<file path="src/fpfa_pkg.sv">
// Types and constants for the fixed partition fit allocator core.
`timescale 1ns / 1ps

package fpfa_pkg;

  localparam int MODE_W     = 2;
  localparam int SLOT_W     = 5;
  localparam int AMOUNT_W   = 16;
  localparam int LEFTOVER_W = 16;
  localparam int FREE_W     = 21;
  localparam int CFG_IDX_W  = 1;
  localparam int CFG_DATA_W = 6;
  localparam int COUNT_W    = 6;

  typedef enum logic [CFG_IDX_W-1:0] {
    CFG_FIT_POLICY = 1'b0,
    CFG_PART_COUNT = 1'b1
  } cfg_idx_e;

  typedef enum logic [MODE_W-1:0] {
    MODE_LOAD  = 2'd0,
    MODE_PLACE = 2'd1,
    MODE_FREE  = 2'd2
  } mode_e;

  typedef enum logic [1:0] {
    ST_IDLE,
    ST_SCAN,
    ST_DONE
  } state_e;

  typedef struct packed {
    logic [MODE_W-1:0]   mode;
    logic [SLOT_W-1:0]   slot;
    logic [AMOUNT_W-1:0] amount;
  } in_t;

  typedef struct packed {
    logic                  granted;
    logic [SLOT_W-1:0]     chosen_slot;
    logic [LEFTOVER_W-1:0] leftover;
    logic [FREE_W-1:0]     free_total;
  } out_t;

endpackage

</file>
<file path="src/fpfa_ram.sv">
// Generic single-write, single-read RAM with registered read data.
`timescale 1ns / 1ps

module fpfa_ram #(
  parameter int WIDTH = 16,
  parameter int DEPTH = 32
) (
  input  logic                     clk_i,
  input  logic                     we_i,
  input  logic [$clog2(DEPTH)-1:0] waddr_i,
  input  logic [WIDTH-1:0]         wdata_i,
  input  logic                     re_i,
  input  logic [$clog2(DEPTH)-1:0] raddr_i,
  output logic [WIDTH-1:0]         rdata_o
);

  logic [WIDTH-1:0] mem_q [DEPTH];
  logic [WIDTH-1:0] rdata_q;

  always_ff @(posedge clk_i) begin
    if (we_i) begin
      mem_q[waddr_i] <= wdata_i;
    end
    if (re_i) begin
      rdata_q <= mem_q[raddr_i];
    end
  end

  assign rdata_o = rdata_q;

endmodule

</file>
<file path="src/fixed_partition_fit_allocator_core.sv">
// Top level of the fixed partition allocator: first fit / best fit over a size table.
// Each transaction runs a scan over the n active partitions, then a finishing state that
//   registers the result strobe; busy holds off a new transaction until the block is idle.
// The scan reads one partition size per cycle from the single read port of the size RAM
//   into one shared compare/subtract unit.
// Reset (rst_ni low, asynchronous): clear used marks, fit_policy, partition_count, state.
// Partition sizes are not cleared and must be loaded before they take part in a scan.
// Results are strobed for one cycle on out_valid_o; the receiver cannot stall.
`timescale 1ns / 1ps

module fixed_partition_fit_allocator_core #(
  parameter int PARTITIONS = 32,
  parameter int SIZE_BITS  = 16
) (
  input  logic                               clk_i,
  input  logic                               rst_ni,
  input  logic                               start,
  output logic                               busy,
  input  fpfa_pkg::in_t                      in_i,
  output logic                               out_valid_o,
  output fpfa_pkg::out_t                     out_o,
  input  logic                               cfg_we_i,
  input  logic [fpfa_pkg::CFG_IDX_W-1:0]     cfg_idx_i,
  input  logic [fpfa_pkg::CFG_DATA_W-1:0]    cfg_data_i
);

  import fpfa_pkg::*;

  localparam int IdxW     = $clog2(PARTITIONS);
  localparam int CntW     = $clog2(PARTITIONS + 1);
  localparam int SW       = SIZE_BITS;
  localparam int AmtExtW  = (SW > AMOUNT_W) ? SW : AMOUNT_W;
  localparam int SumExtW  = (SW > FREE_W) ? SW : FREE_W;
  localparam int LeftExtW = (SW > LEFTOVER_W) ? SW : LEFTOVER_W;
  localparam int SlotExtW = (IdxW > SLOT_W) ? IdxW : SLOT_W;

  // Configuration registers
  logic               fit_policy_q;
  logic [COUNT_W-1:0] part_count_q;

  always_ff @(posedge clk_i or negedge rst_ni) begin
    if (!rst_ni) begin
      fit_policy_q <= 1'b0;
      part_count_q <= '0;
    end else if (cfg_we_i) begin
      case (cfg_idx_e'(cfg_idx_i))
        CFG_FIT_POLICY: fit_policy_q <= cfg_data_i[0];
        CFG_PART_COUNT: part_count_q <= cfg_data_i[COUNT_W-1:0];
        default: ;
      endcase
    end
  end

  // Sequencer and datapath registers
  state_e                state_q, state_d;
  logic [CntW-1:0]       iss_q, iss_d;       // next address to read
  logic [CntW-1:0]       n_q, n_d;           // active partitions for this transaction
  logic                  pv_q, pv_d;         // read data valid this cycle
  logic [IdxW-1:0]       pidx_q, pidx_d;     // index of the read data
  logic [MODE_W-1:0]     mode_q, mode_d;
  logic [SW-1:0]         req_q, req_d;
  logic [FREE_W-1:0]     acc_q, acc_d;
  logic                  found_q, found_d;
  logic [IdxW-1:0]       pick_q, pick_d;
  logic [SW-1:0]         best_q, best_d;
  logic [SW-1:0]         pick_size_q, pick_size_d;
  logic [PARTITIONS-1:0] used_q, used_d;
  logic                  out_valid_q, out_valid_d;
  out_t                  out_q, out_d;

  // Input decode
  logic                  accept;
  logic [AmtExtW-1:0]    amt_ext;
  logic [SW-1:0]         amt_sz;
  logic [SlotExtW-1:0]   slot_ext;
  logic                  slot_ok;
  logic [CntW-1:0]       active_n;

  assign accept   = start && !busy;
  assign amt_ext  = AmtExtW'(in_i.amount);
  assign amt_sz   = amt_ext[SW-1:0];
  assign slot_ext = SlotExtW'(in_i.slot);
  assign slot_ok  = int'(in_i.slot) < PARTITIONS;
  assign active_n = (int'(part_count_q) > PARTITIONS) ? CntW'(PARTITIONS)
                                                      : CntW'(part_count_q);

  // Size table: written at accept for a load to a valid slot, read during the scan while addresses remain
  logic            ram_we;
  logic            ram_re;
  logic [SW-1:0]   ram_rdata;

  assign ram_we = accept && (mode_e'(in_i.mode) == MODE_LOAD) && slot_ok;

  fpfa_ram #(
    .WIDTH (SW),
    .DEPTH (PARTITIONS)
  ) u_size_ram (
    .clk_i   (clk_i),
    .we_i    (ram_we),
    .waddr_i (slot_ext[IdxW-1:0]),
    .wdata_i (amt_sz),
    .re_i    (ram_re),
    .raddr_i (iss_q[IdxW-1:0]),
    .rdata_o (ram_rdata)
  );

  // Shared compare/subtract unit: one partition per cycle
  logic [SW:0]          diff;
  logic                 fits;
  logic                 is_free;
  logic                 better;
  logic [SumExtW-1:0]   sz_ext;
  logic [SumExtW-1:0]   pick_ext;
  logic [LeftExtW-1:0]  left_ext;
  logic [SlotExtW-1:0]  pick_slot_ext;
  logic                 grant;

  assign diff     = {1'b0, ram_rdata} - {1'b0, req_q};
  assign fits     = !diff[SW];
  assign is_free  = !used_q[pidx_q];
  assign better   = !found_q || (fit_policy_q && (diff[SW-1:0] < best_q));
  assign sz_ext   = SumExtW'(ram_rdata);
  assign pick_ext = SumExtW'(pick_size_q);
  assign left_ext = LeftExtW'(best_q);
  assign pick_slot_ext = SlotExtW'(pick_q);
  assign grant    = (mode_e'(mode_q) == MODE_PLACE) && found_q;

  always_comb begin
    state_d     = state_q;
    iss_d       = iss_q;
    n_d         = n_q;
    pv_d        = 1'b0;
    pidx_d      = pidx_q;
    mode_d      = mode_q;
    req_d       = req_q;
    acc_d       = acc_q;
    found_d     = found_q;
    pick_d      = pick_q;
    best_d      = best_q;
    pick_size_d = pick_size_q;
    used_d      = used_q;
    out_valid_d = 1'b0;
    out_d       = out_q;
    ram_re      = 1'b0;

    case (state_q)
      ST_IDLE: begin
        if (accept) begin
          state_d = ST_SCAN;
          iss_d   = '0;
          n_d     = active_n;
          mode_d  = in_i.mode;
          req_d   = amt_sz;
          acc_d   = '0;
          found_d = 1'b0;
          pick_d  = '0;
          best_d  = '0;
          // Free all drops every mark before the scan sums the free sizes
          if (mode_e'(in_i.mode) == MODE_FREE) begin
            used_d = '0;
          end
        end
      end

      ST_SCAN: begin
        // Issue the next read while addresses remain
        if (iss_q < n_q) begin
          ram_re = 1'b1;
          pv_d   = 1'b1;
          pidx_d = iss_q[IdxW-1:0];
          iss_d  = iss_q + CntW'(1);
        end
        // Consume the read data of the previous cycle
        if (pv_q && is_free) begin
          acc_d = acc_q + sz_ext[FREE_W-1:0];
          if ((mode_e'(mode_q) == MODE_PLACE) && fits && better) begin
            found_d     = 1'b1;
            pick_d      = pidx_q;
            best_d      = diff[SW-1:0];
            pick_size_d = ram_rdata;
          end
        end
        if (!(iss_q < n_q) && !pv_q) begin
          state_d = ST_DONE;
        end
      end

      ST_DONE: begin
        state_d                = ST_IDLE;
        out_valid_d            = 1'b1;
        out_d.granted          = grant;
        out_d.chosen_slot      = grant ? pick_slot_ext[SLOT_W-1:0] : '0;
        out_d.leftover         = grant ? left_ext[LEFTOVER_W-1:0] : '0;
        // Take the granted partition out of the free sum
        out_d.free_total       = grant ? (acc_q - pick_ext[FREE_W-1:0]) : acc_q;
        if (grant) begin
          used_d[pick_q] = 1'b1;
        end
      end

      default: begin
        state_d = ST_IDLE;
      end
    endcase
  end

  always_ff @(posedge clk_i or negedge rst_ni) begin
    if (!rst_ni) begin
      state_q     <= ST_IDLE;
      iss_q       <= '0;
      n_q         <= '0;
      pv_q        <= 1'b0;
      used_q      <= '0;
      out_valid_q <= 1'b0;
      found_q     <= 1'b0;
    end else begin
      state_q     <= state_d;
      iss_q       <= iss_d;
      n_q         <= n_d;
      pv_q        <= pv_d;
      used_q      <= used_d;
      out_valid_q <= out_valid_d;
      found_q     <= found_d;
    end
  end

  // Payload registers hold without reset
  always_ff @(posedge clk_i) begin
    pidx_q      <= pidx_d;
    mode_q      <= mode_d;
    req_q       <= req_d;
    acc_q       <= acc_d;
    pick_q      <= pick_d;
    best_q      <= best_d;
    pick_size_q <= pick_size_d;
    out_q       <= out_d;
  end

  assign busy        = (state_q != ST_IDLE);
  assign out_valid_o = out_valid_q;
  assign out_o       = out_q;

  // A result strobe follows only the finishing cycle of a transaction
  assert property (@(posedge clk_i) disable iff (!rst_ni)
    out_valid_o |-> $past(state_q == ST_DONE))
    else $error("result strobe without a finished transaction");

  // The read address never runs past the active partition count
  assert property (@(posedge clk_i) disable iff (!rst_ni)
    (state_q == ST_SCAN) |-> (iss_q <= n_q))
    else $error("scan address ran past the partition count");

  // Read data is only valid during a scan
  assert property (@(posedge clk_i) disable iff (!rst_ni)
    pv_q |-> (state_q == ST_SCAN))
    else $error("read data valid outside a scan");

  // No grant reports a zero slot and a zero leftover
  assert property (@(posedge clk_i) disable iff (!rst_ni)
    (out_valid_o && !out_o.granted) |-> (out_o.chosen_slot == '0 && out_o.leftover == '0))
    else $error("refused request reports a slot or leftover");

endmodule
</file>
<file path="config.mk">
export PLATFORM = sky130hd
export DESIGN_NAME = fixed_partition_fit_allocator_core
export DESIGN_NICKNAME = d
export VERILOG_FILES = /design/src/fpfa_pkg.sv /design/src/fpfa_ram.sv /design/src/fixed_partition_fit_allocator_core.sv
export SDC_FILE = /design/constraint.sdc
export NUM_CORES = 1
export LEC_CHECK = 0
export ABC_AREA = 1
export BUFFER_PORTS_ARGS = -buffer_cell sky130_fd_sc_hd__buf_2
export CORE_MARGIN = 8
export CORE_UTILIZATION = 59
export CTS_CLUSTER_SIZE = 14
export DETAILED_ROUTE_END_ITERATION = 10
export PLACE_DENSITY_LB_ADDON = 0.12
export SLEW_MARGIN = 20
export SYNTH_ARGS = -nofsm -noshare
export SYNTH_HDL_FRONTEND = slang
export SYNTH_SLANG_ARGS = --single-unit
</file>
<file path="constraint.sdc">
create_clock -name clk_i -period 5.1 [get_ports clk_i]
set_input_delay 0.51 -clock clk_i [delete_from_list [all_inputs] [get_ports clk_i]]
set_output_delay 0.51 -clock clk_i [all_outputs]
set_load 0.01 [all_outputs]
</file>
==> results.txt, run 1 <==
----------------------------------------------------
[STA]
  Hold violation count in the final report ... 0
  Final-report setup violation count ... 0
  Minimum setup slack in the final design ... 1.13 ns
  Max-Slew Margin vs Limit ... 30.8%
  Setup repair after global routing missed its margin ... no
  Max-slew violation count ... 0
  Min cycle time layout ... 3.97 ns
  Skew final ... 0.0185 ns
  Tcrit/Tclk final ... 77.8%
  Setup TNS ... 0 ns
  Worst slew pin tran ... 1.03 ns
  Maximum clock rate ... 0.252 GHz

[Critical path]
  Type of element capturing the critical path ... register
  Largest driver fanout on the critical path ... 21
  Longest individual stage delay on the worst path ... 0.64 ns
  Cell with the largest stage delay on the worst path ... inv_1
  Endpoint arrival time on the critical path ... 4.20 ns
  Worst r2r src ... u_size_ram.rdata_o[0]$_DFFE_PP_
  Top cell by count, worst path ... nand2_1
  First element of the critical path ... u_size_ram.rdata_o[0]$_DFFE_PP_
  Critical Path Source Type ... register
  Required arrival time at the worst endpoint ... 5.33 ns
  Kind of cell adding the most delay to the critical path ... simple AND/OR/NAND/NOR gates
  Critical path buffer and inverter count ... 6
  Worst setup path class ... register to register

[Route]
  Count of nets left with antenna violations after detail routing ... 0
  DR DRC count ... 0
  Detailed-route wire length ... 73.4 mm
  Count of routing violations after the opening detailed-route iteration ... 1,873
  Top Layer Used ... met4
  Per-cell routed wire length ... 21.4 µm
  First-pass iteration count of the detailed router ... 5
  Met2 WL ... 36.2 mm
  Vias ... 20,346
  Length of routed met3 wiring ... 5.83 mm
  Via density per instance ... 5.93
  Wire length the detailed router placed on met1 ... 29.8 mm

[Power]
  Peak VDD IR ... 0.391 mV
  Static leakage ... 12.5 nW
  Power density normalized to cell area ... 343 nW/µm²
  Power Total ... 11.6 mW

[Logic synthesis]
  Mapped Avg Cell Area ... 11.7 µm²
  Most used flip-flop cell after synthesis ... edfxtp_1
  Area contributors post-synth ... edfxtp_1 64%, nor2_1 4.9%, o21ai_0 4.7%
  Nets in the synthesized netlist ... 2,710
  Cell taking the most area after synthesis ... edfxtp_1
  Sequential area share after synthesis ... 68.9%
  Share of Yosys cell area claimed by the top area cell type ... 64.3%
  Number of warnings printed during yosys synthesis ... 0
  Library cells used by synthesis ... 50
  Cell Area, Synth ... 30,500 µm²
  Yosys reg bits ... 708
  Number of enable flip-flop cells after synthesis ... 652
  Fraction of registers with async set or reset after synthesis ... 7.91%
  Number of instances in the synthesized netlist ... 2,604

[Floorplan]
  Die outline width ... 243 µm
  Overall die area ... 59,200 µm²
  Die Y-Extent ... 243 µm
  Area of the placeable core ... 51,200 µm²
  Number of core rows ... 83
  # IOs ... 79
  Initial core utilization ... 59.5%

[Layout]
  Fraction of layout instances using a drive strength above 1 ... 9.53%
  Fill cells ... 3,765
  Nets ... 2,798
  Final cell count without fillers ... 3,431
  Area added between synthesis and finish ... 11.3%
  Fin area ... 33,900 µm²
  Area of combinational cells with multiple inputs ... 8140 µm²
  FF+latch area ... 21,000 µm²

[CTS]
  Cells resized by post-CTS repair ... 0
  Number of clock sinks ... 708
  Post-CTS clock slew at the launch and capture registers of the worst setup and hold paths ... 0.06 ns
  Hold-fix buffers, CTS ... 0
  H-tree level count ... 3
  Setup fix buffers added after clock tree synthesis ... 0
  TritonCTS clock tree ... done
  Cts bufs inserted ... 74
  CTS Root Cell ... clkbuf_16
  Clock insertion delay at the later pin of the skew report ... 0.62 ns
  Buffer depth of the longest clock path ... 3

[GRT]
  First-pass GRT wire length ... 114 mm
  Maximum number of pins on one net before global-route repair ... 199
  Number of global-route vias before repair ... 20,070
  Number of antenna violations at the first check in global routing ... 1
  Global Route Usage Sum ... 24.4%
  GRT overflow ... 0

[Run]
  Total of max-cap violations ... 0

[Placed design]
  Placement-stage cell area ... 31,600 µm²
  Port buffer count ... 78
  Post-detailed-placement half-perimeter wirelength ... 44.5 mm
  Placed instance count ... 3,296
  Routability-driven placement congestion ratio ... 0.870
  Worst setup timing slack at the placement stage ... 1.15 ns

[Run status]
  Outcome ... complete, no violations

[Hold path]
  Type of the tightest min-delay check ... input port to async pin

----------------------------------------------------
==> logic make-up after synthesis <==
kind of cell	synth area share (%)
muxes	0.0370
AOI/OAI and AO/OA	11.2
xor gates and xnor gates	0.747
adders and majority gates	3.03
buffers and inverters	4.46
DFF	68.9
and+or+nand+nor	11.7
==> layout by cell type, fill, tap and decap left out, types with 20 or more instances in the layout <==
cell	synthesis	final
nand2_1	312	312
ha_1	69	69
inv_1	197	196
buf_2	36	78
o221ai_1	50	50
o21ai_1	31	31
nand3_1	98	98
nor2_1	395	393
nand4_1	20	20
edfxtp_1	652	652
buf_4	4	54
o22ai_1	82	82
dfrtp_1	56	53
clkinv_1	4	21
clkbuf_16	0	76
o21ai_0	287	287
a21oi_1	110	110
==> worst register-to-register path, stage by stage, from the launching register on <==
cell and delay [ns]:
edfxtp_1 0.42, inv_1 0.08, ha_1 0.14, inv_1 0.06, fa_1 0.39, nand2_1 0.10
nand2_1 0.05, nand2_1 0.11, inv_1 0.05, nand2_1 0.05, nand2_1 0.12, a21oi_2 0.21
o21ai_0 0.10, nand2_1 0.06, nand2_1 0.07, inv_1 0.06, ha_1 0.21, nand2_1 0.06
inv_1 0.06, nand2_1 0.06, nand3_1 0.08, nor2_1 0.11, nand2_1 0.06, nand2_1 0.05
nand2_1 0.06, nand2_1 0.06, nand2_1 0.06, inv_1 0.64
==> area by class of cell <==
type                       count  area share [%]
inverter                     206            2.30
tap                          680            2.51
clock buffer                  96            5.89
clock inverter                38           0.937
multi-input combinational   1568            24.0
antenna                        1         0.00738
timing repair buffer         134            2.46
sequential                   708            61.9
==> synth_stat cells (2+ instances only) <==
cell / n
edfxtp_1: 652
nor2_1: 395
nand2_1: 312
o21ai_0: 287
inv_1: 197
a21oi_1: 110
nand3_1: 98
o22ai_1: 82
clkbuf_1: 70
ha_1: 69
dfrtp_1: 56
o221ai_1: 50
buf_2: 36
o21ai_1: 31
nand4_1: 20
nor3_1: 17
o211ai_1: 16
xnor2_1: 13
xor2_1: 13
buf_6: 8
o21a_1: 6
a21o_1: 5
and2_1: 5
buf_4: 4
clkinv_1: 4
inv_2: 4
nand3b_1: 4
clkbuf_2: 3
fa_1: 3
nor2_2: 3
nor3_2: 3
o21bai_1: 3
or2_2: 3
a21boi_0: 2
a31oi_1: 2
nand2_2: 2
nor4_1: 2
nor4_2: 2
==> final timing paths <==
kind / slack (ns) / end / cells past startpoint
setup / recovery: 1.13 / best_q[11]$_SDFFCE_PN0P_ / 27
hold / removal: 0.05 / used_q[2]$_DFFE_PN0P_ / 2
setup reg to reg: 1.13 / best_q[11]$_SDFFCE_PN0P_ / 27
hold reg to reg: 0.44 / state_q[1]$_DFFE_PN0P_ / 1
max in group asynchronous: 4.51 / iss_q[1]$_DFFE_PN0P_ / 2
min in group clk_i: 0.11 / fit_policy_q$_DFFE_PN0P_ / 2
==> report_power, final <==
part,internal [mW],total (mW),switching [mW],leakage [nW]
Combinational,0.0158,0.113,0.0974,4.90
Clock,2.98,5.17,2.19,1.13
Sequential,6.33,6.33,0.00435,6.44
==> per-layer routing <==
metal  GRT usage [%]  vias to the layer above
li1                -                     9487
met1            31.8                     9883
met2            41.1                      849
met3            5.40                      127
met4            6.81                        0
met5               0                        -
==> through the flow <==
stage / util, % / hold WS [ns]
finish: 66.2 / 0.0461
global route: 66.2 / 0.109
CTS: 66.2 / 0.0510
detailed placement: 61.7 / 0.434
global placement: 61.7 / 0.427
floorplan: - / 0.214
==> state kept, by name, indices dropped and copies added, names as in the netlist, 6 cells and up <==
signal,count
out_o,43
req_q,16
pick_size_q,16
u_size_ram.mem_q,512
acc_q,21
part_count_q,6
iss_q,6
best_q,16
u_size_ram.rdata_o,16
n_q,6
used_q,32
No activity file was read; power rests on OpenSTA's default activity.
==> run 2, diff against run 1 <==
Clock period 5.1 ns to 3.9 ns, I/O delays scaled along.
==> results.txt, run 2 (synthesis gave the netlist of run 1 again) <==
----------------------------------------------------
[Run status]
  Outcome ... complete, no violations

[Critical path]
  Worst setup slack for register-to-register paths ... 0.39 ns (-0.75 ns)
  Required arrival time at the worst endpoint ... 4.22 ns (-1.11 ns)
  Critical Path Source Type ... register
  End of the worst register-to-register path ... best_q[2]$_SDFFCE_PN0P_
  Largest driver fanout on the critical path ... 10 (-52%)
  Worst Reg2Reg Path Length in Cells ... 25 (-7.4%)
  Worst r2r src ... u_size_ram.rdata_o[0]$_DFFE_PP_
  Type of element capturing the critical path ... register
  Worst setup path class ... register to register
  Endpoint arrival time on the critical path ... 3.83 ns (-0.37 ns)

[CTS]
  TritonCTS clock tree ... done
  H-tree level count ... 3 (unchanged)
  Number of clock sinks ... 708 (unchanged)
  Cts bufs inserted ... 74 (unchanged)
  Clock insertion delay at the later pin of the skew report ... 0.61 ns (about the same)
  CTS Root Cell ... clkbuf_16
  Post-CTS clock slew at the launch and capture registers of the worst setup and hold paths ... 0.06 ns (about the same)
  Buffer depth of the longest clock path ... 3 (unchanged)

[STA]
  Hold violation count in the final report ... 0 (unchanged)
  Setup repair after global routing missed its margin ... no
  Maximum clock rate ... 0.285 GHz (+13%)
  Skew final ... 0.0225 ns (+0.00399 ns)
  Max-Slew Margin vs Limit ... 32.4% (+1.6 points)
  Minimum setup slack in the final design ... 0.385 ns (-0.750 ns)
  Max-slew violation count ... 0 (unchanged)
  Final-report setup violation count ... 0 (unchanged)
  Worst slew pin tran ... 1.01 ns (-0.0175 ns)
  Tcrit/Tclk final ... 90.1% (+12 points)
  Min cycle time layout ... 3.51 ns (-0.450 ns)
  Setup TNS ... 0 ns (unchanged)

[GRT]
  Maximum number of pins on one net before global-route repair ... 195 (-2.0%)
  GRT overflow ... 0 (unchanged)
  Number of antenna violations at the first check in global routing ... 3 (+2)
  Number of global-route vias before repair ... 19,608 (-2.3%)
  Global Route Usage Sum ... 24.2% (-0.18 points)
  First-pass GRT wire length ... 113 mm (-1.0%)

[Floorplan]
  Overall die area ... 59,200 µm² (unchanged)
  Number of core rows ... 83 (unchanged)
  Initial core utilization ... 59.5% (unchanged)
  Die Y-Extent ... 243 µm (unchanged)
  # IOs ... 79 (unchanged)
  Die outline width ... 243 µm (unchanged)
  Area of the placeable core ... 51,200 µm² (unchanged)

[Route]
  Vias ... 20,370 (+0.12%)
  Count of nets left with antenna violations after detail routing ... 0 (unchanged)
  Via density per instance ... 5.91 (-0.32%)
  Per-cell routed wire length ... 21.3 µm (-0.64%)
  Count of routing violations after the opening detailed-route iteration ... 2,326 (+24%)
  DR DRC count ... 0 (unchanged)
  Detailed-route wire length ... 73.3 mm (-0.21%)
  First-pass iteration count of the detailed router ... 6 (+1)

[Placed design]
  Routability-driven placement congestion ratio ... 0.884 (+1.6%)
  Port buffer count ... 78 (unchanged)
  Post-detailed-placement half-perimeter wirelength ... 45.2 mm (+1.6%)
  Worst setup timing slack at the placement stage ... 0.345 ns (-0.810 ns)

[Layout]
  Register with the most flip-flops ... u_size_ram.mem_q
  Most common cell after layout, fill and taps aside ... edfxtp_1
  Commonest cells after routing, fill and taps aside ... 652 x edfxtp_1, 393 x nor2_1, 311 x nand2_1
  Area added between synthesis and finish ... 12.3%
  Fraction of layout instances using a drive strength above 1 ... 10.1% (+0.56 points)
  Nets ... 2,814 (+0.57%)
  Fin util ... 66.8% (+0.60 points)
  Fill cells ... 3,757 (-0.21%)
  Largest register FFs ... 512 (unchanged)

[Hold path]
  Cells on Worst Hold Path ... 3
  Hold EP ... part_count_q[4]$_DFFE_PN0P_
  Type of the tightest min-delay check ... input port to register
  HP Start ... cfg_data_i[4]

[Power]
  Relative contribution of combinational cells to total power ... 1.0% (about the same)
  Relative contribution of the clock network to total power ... 45.1% (+0.6 points)
  Static leakage ... 12.6 nW (+1.2%)
  Switching Power ... 2.96 mW (+29%)
  Power Internal ... 12.4 mW (+33%)
  Switching portion of total power ... 19.3% (-0.49 points)
  Power density normalized to cell area ... 449 nW/µm² (+31%)
  Peak VDD IR ... 0.349 mV (-11%)
  Sequential Power Share ... 53.9% (-0.6 points)
  Power Total ... 15.4 mW (+32%)

[Run]
  Total of max-cap violations ... 0 (unchanged)

----------------------------------------------------
run 2: cell types whose count changed in the layout (fill, tap and decap cells not counted), sizes merged:
cell and change:
inv -3, buf +13, clkinv +3, dlygate4sd3 +2, bufinv +4, clkbuf -2, clkinvlp -2
run 2: power by group through the flow:
stage	Sequential (mW)	Clock, mW	Combinational [mW]
6_report	8.28	6.94	0.154
2_1_floorplan	8.44	0	0.0203
3_3_place_gp	8.44	0	0.145
5_1_grt	8.28	7.32	0.167
3_5_place_dp	8.44	0	0.151
4_1_cts	8.28	7.03	0.153
run 2: worst max path at each step:
stage | cells after the start | end | startpoint
finish | 25 | best_q[2]$_SDFFCE_PN0P_ | u_size_ram.rdata_o[0]$_DFFE_PP_
global route | 28 | best_q[0]$_SDFFCE_PN0P_ | u_size_ram.rdata_o[0]$_DFFE_PP_
CTS | 28 | best_q[15]$_SDFFCE_PN0P_ | u_size_ram.rdata_o[0]$_DFFE_PP_
detailed placement | 28 | pick_q[1]$_SDFFCE_PN0P_ | u_size_ram.rdata_o[0]$_DFFE_PP_
global placement | 28 | pick_q[1]$_SDFFCE_PN0P_ | u_size_ram.rdata_o[0]$_DFFE_PP_
floorplan | 25 | pick_size_q[0]$_DFFE_PP_ | u_size_ram.rdata_o[0]$_DFFE_PP_
run 2: through the flow:
step                instance area [µm²]  hold WS (ns)  instances
finish                            34200        0.0446       3446
global route                      34200        0.0264       3445
CTS                               34200        0.0166       3442
detailed placement                31800         0.422       3307
global placement                  31800         0.422       3307
floorplan                         30500        0.0944       2604
run 2: timing repair:
item	in CTS	in global routing
setup buffers	0	2
setup endpoints to repair	0	37
hold buffers	2	0
gates resized for setup	0	2
hold endpoints to repair	57	0
run 2: layout make-up:
type,count,area [µm²],share of cell area [%]
well taps,680,851,2.49
inverters,206,779,2.28
flip-flops and latches,708,21000,61.3
clock inverters,40,435,1.27
repair buffers,150,1050,3.08
multi-input cells,1568,8150,23.8
clock buffers,93,1970,5.74
diodes,1,2.50,0.00731
run 2: worst max-delay path, cell delays in order (launching register included):
cell and delay, ns:
edfxtp_1 0.38, inv_1 0.07, ha_1 0.13, inv_1 0.06, fa_1 0.38, nand2_1 0.11, nand2_1 0.06, nand2_1 0.10
inv_1 0.05, nand2_1 0.07, nand2_2 0.09, a21oi_2 0.18, buf_4 0.13, xor2_1 0.20, inv_1 0.07, ha_1 0.27
nand3_1 0.12, a21oi_1 0.06, nor2_1 0.09, nand2_1 0.06, nand2_1 0.05, nand2_1 0.06, nand2_1 0.06, nand2_1 0.09
inv_2 0.13, clkbuf_16 0.16
run 2: layer usage:
metal	global-route usage, %	vias to the layer above	routed length (µm)	share of wire (%)
met4	7.49	0	1830	2.5
met1	32.4	9822	29800	41
met2	40.3	889	35800	49
met5	0	-	0	0
met3	4.42	139	5770	7.9
li1	-	9520	-	-
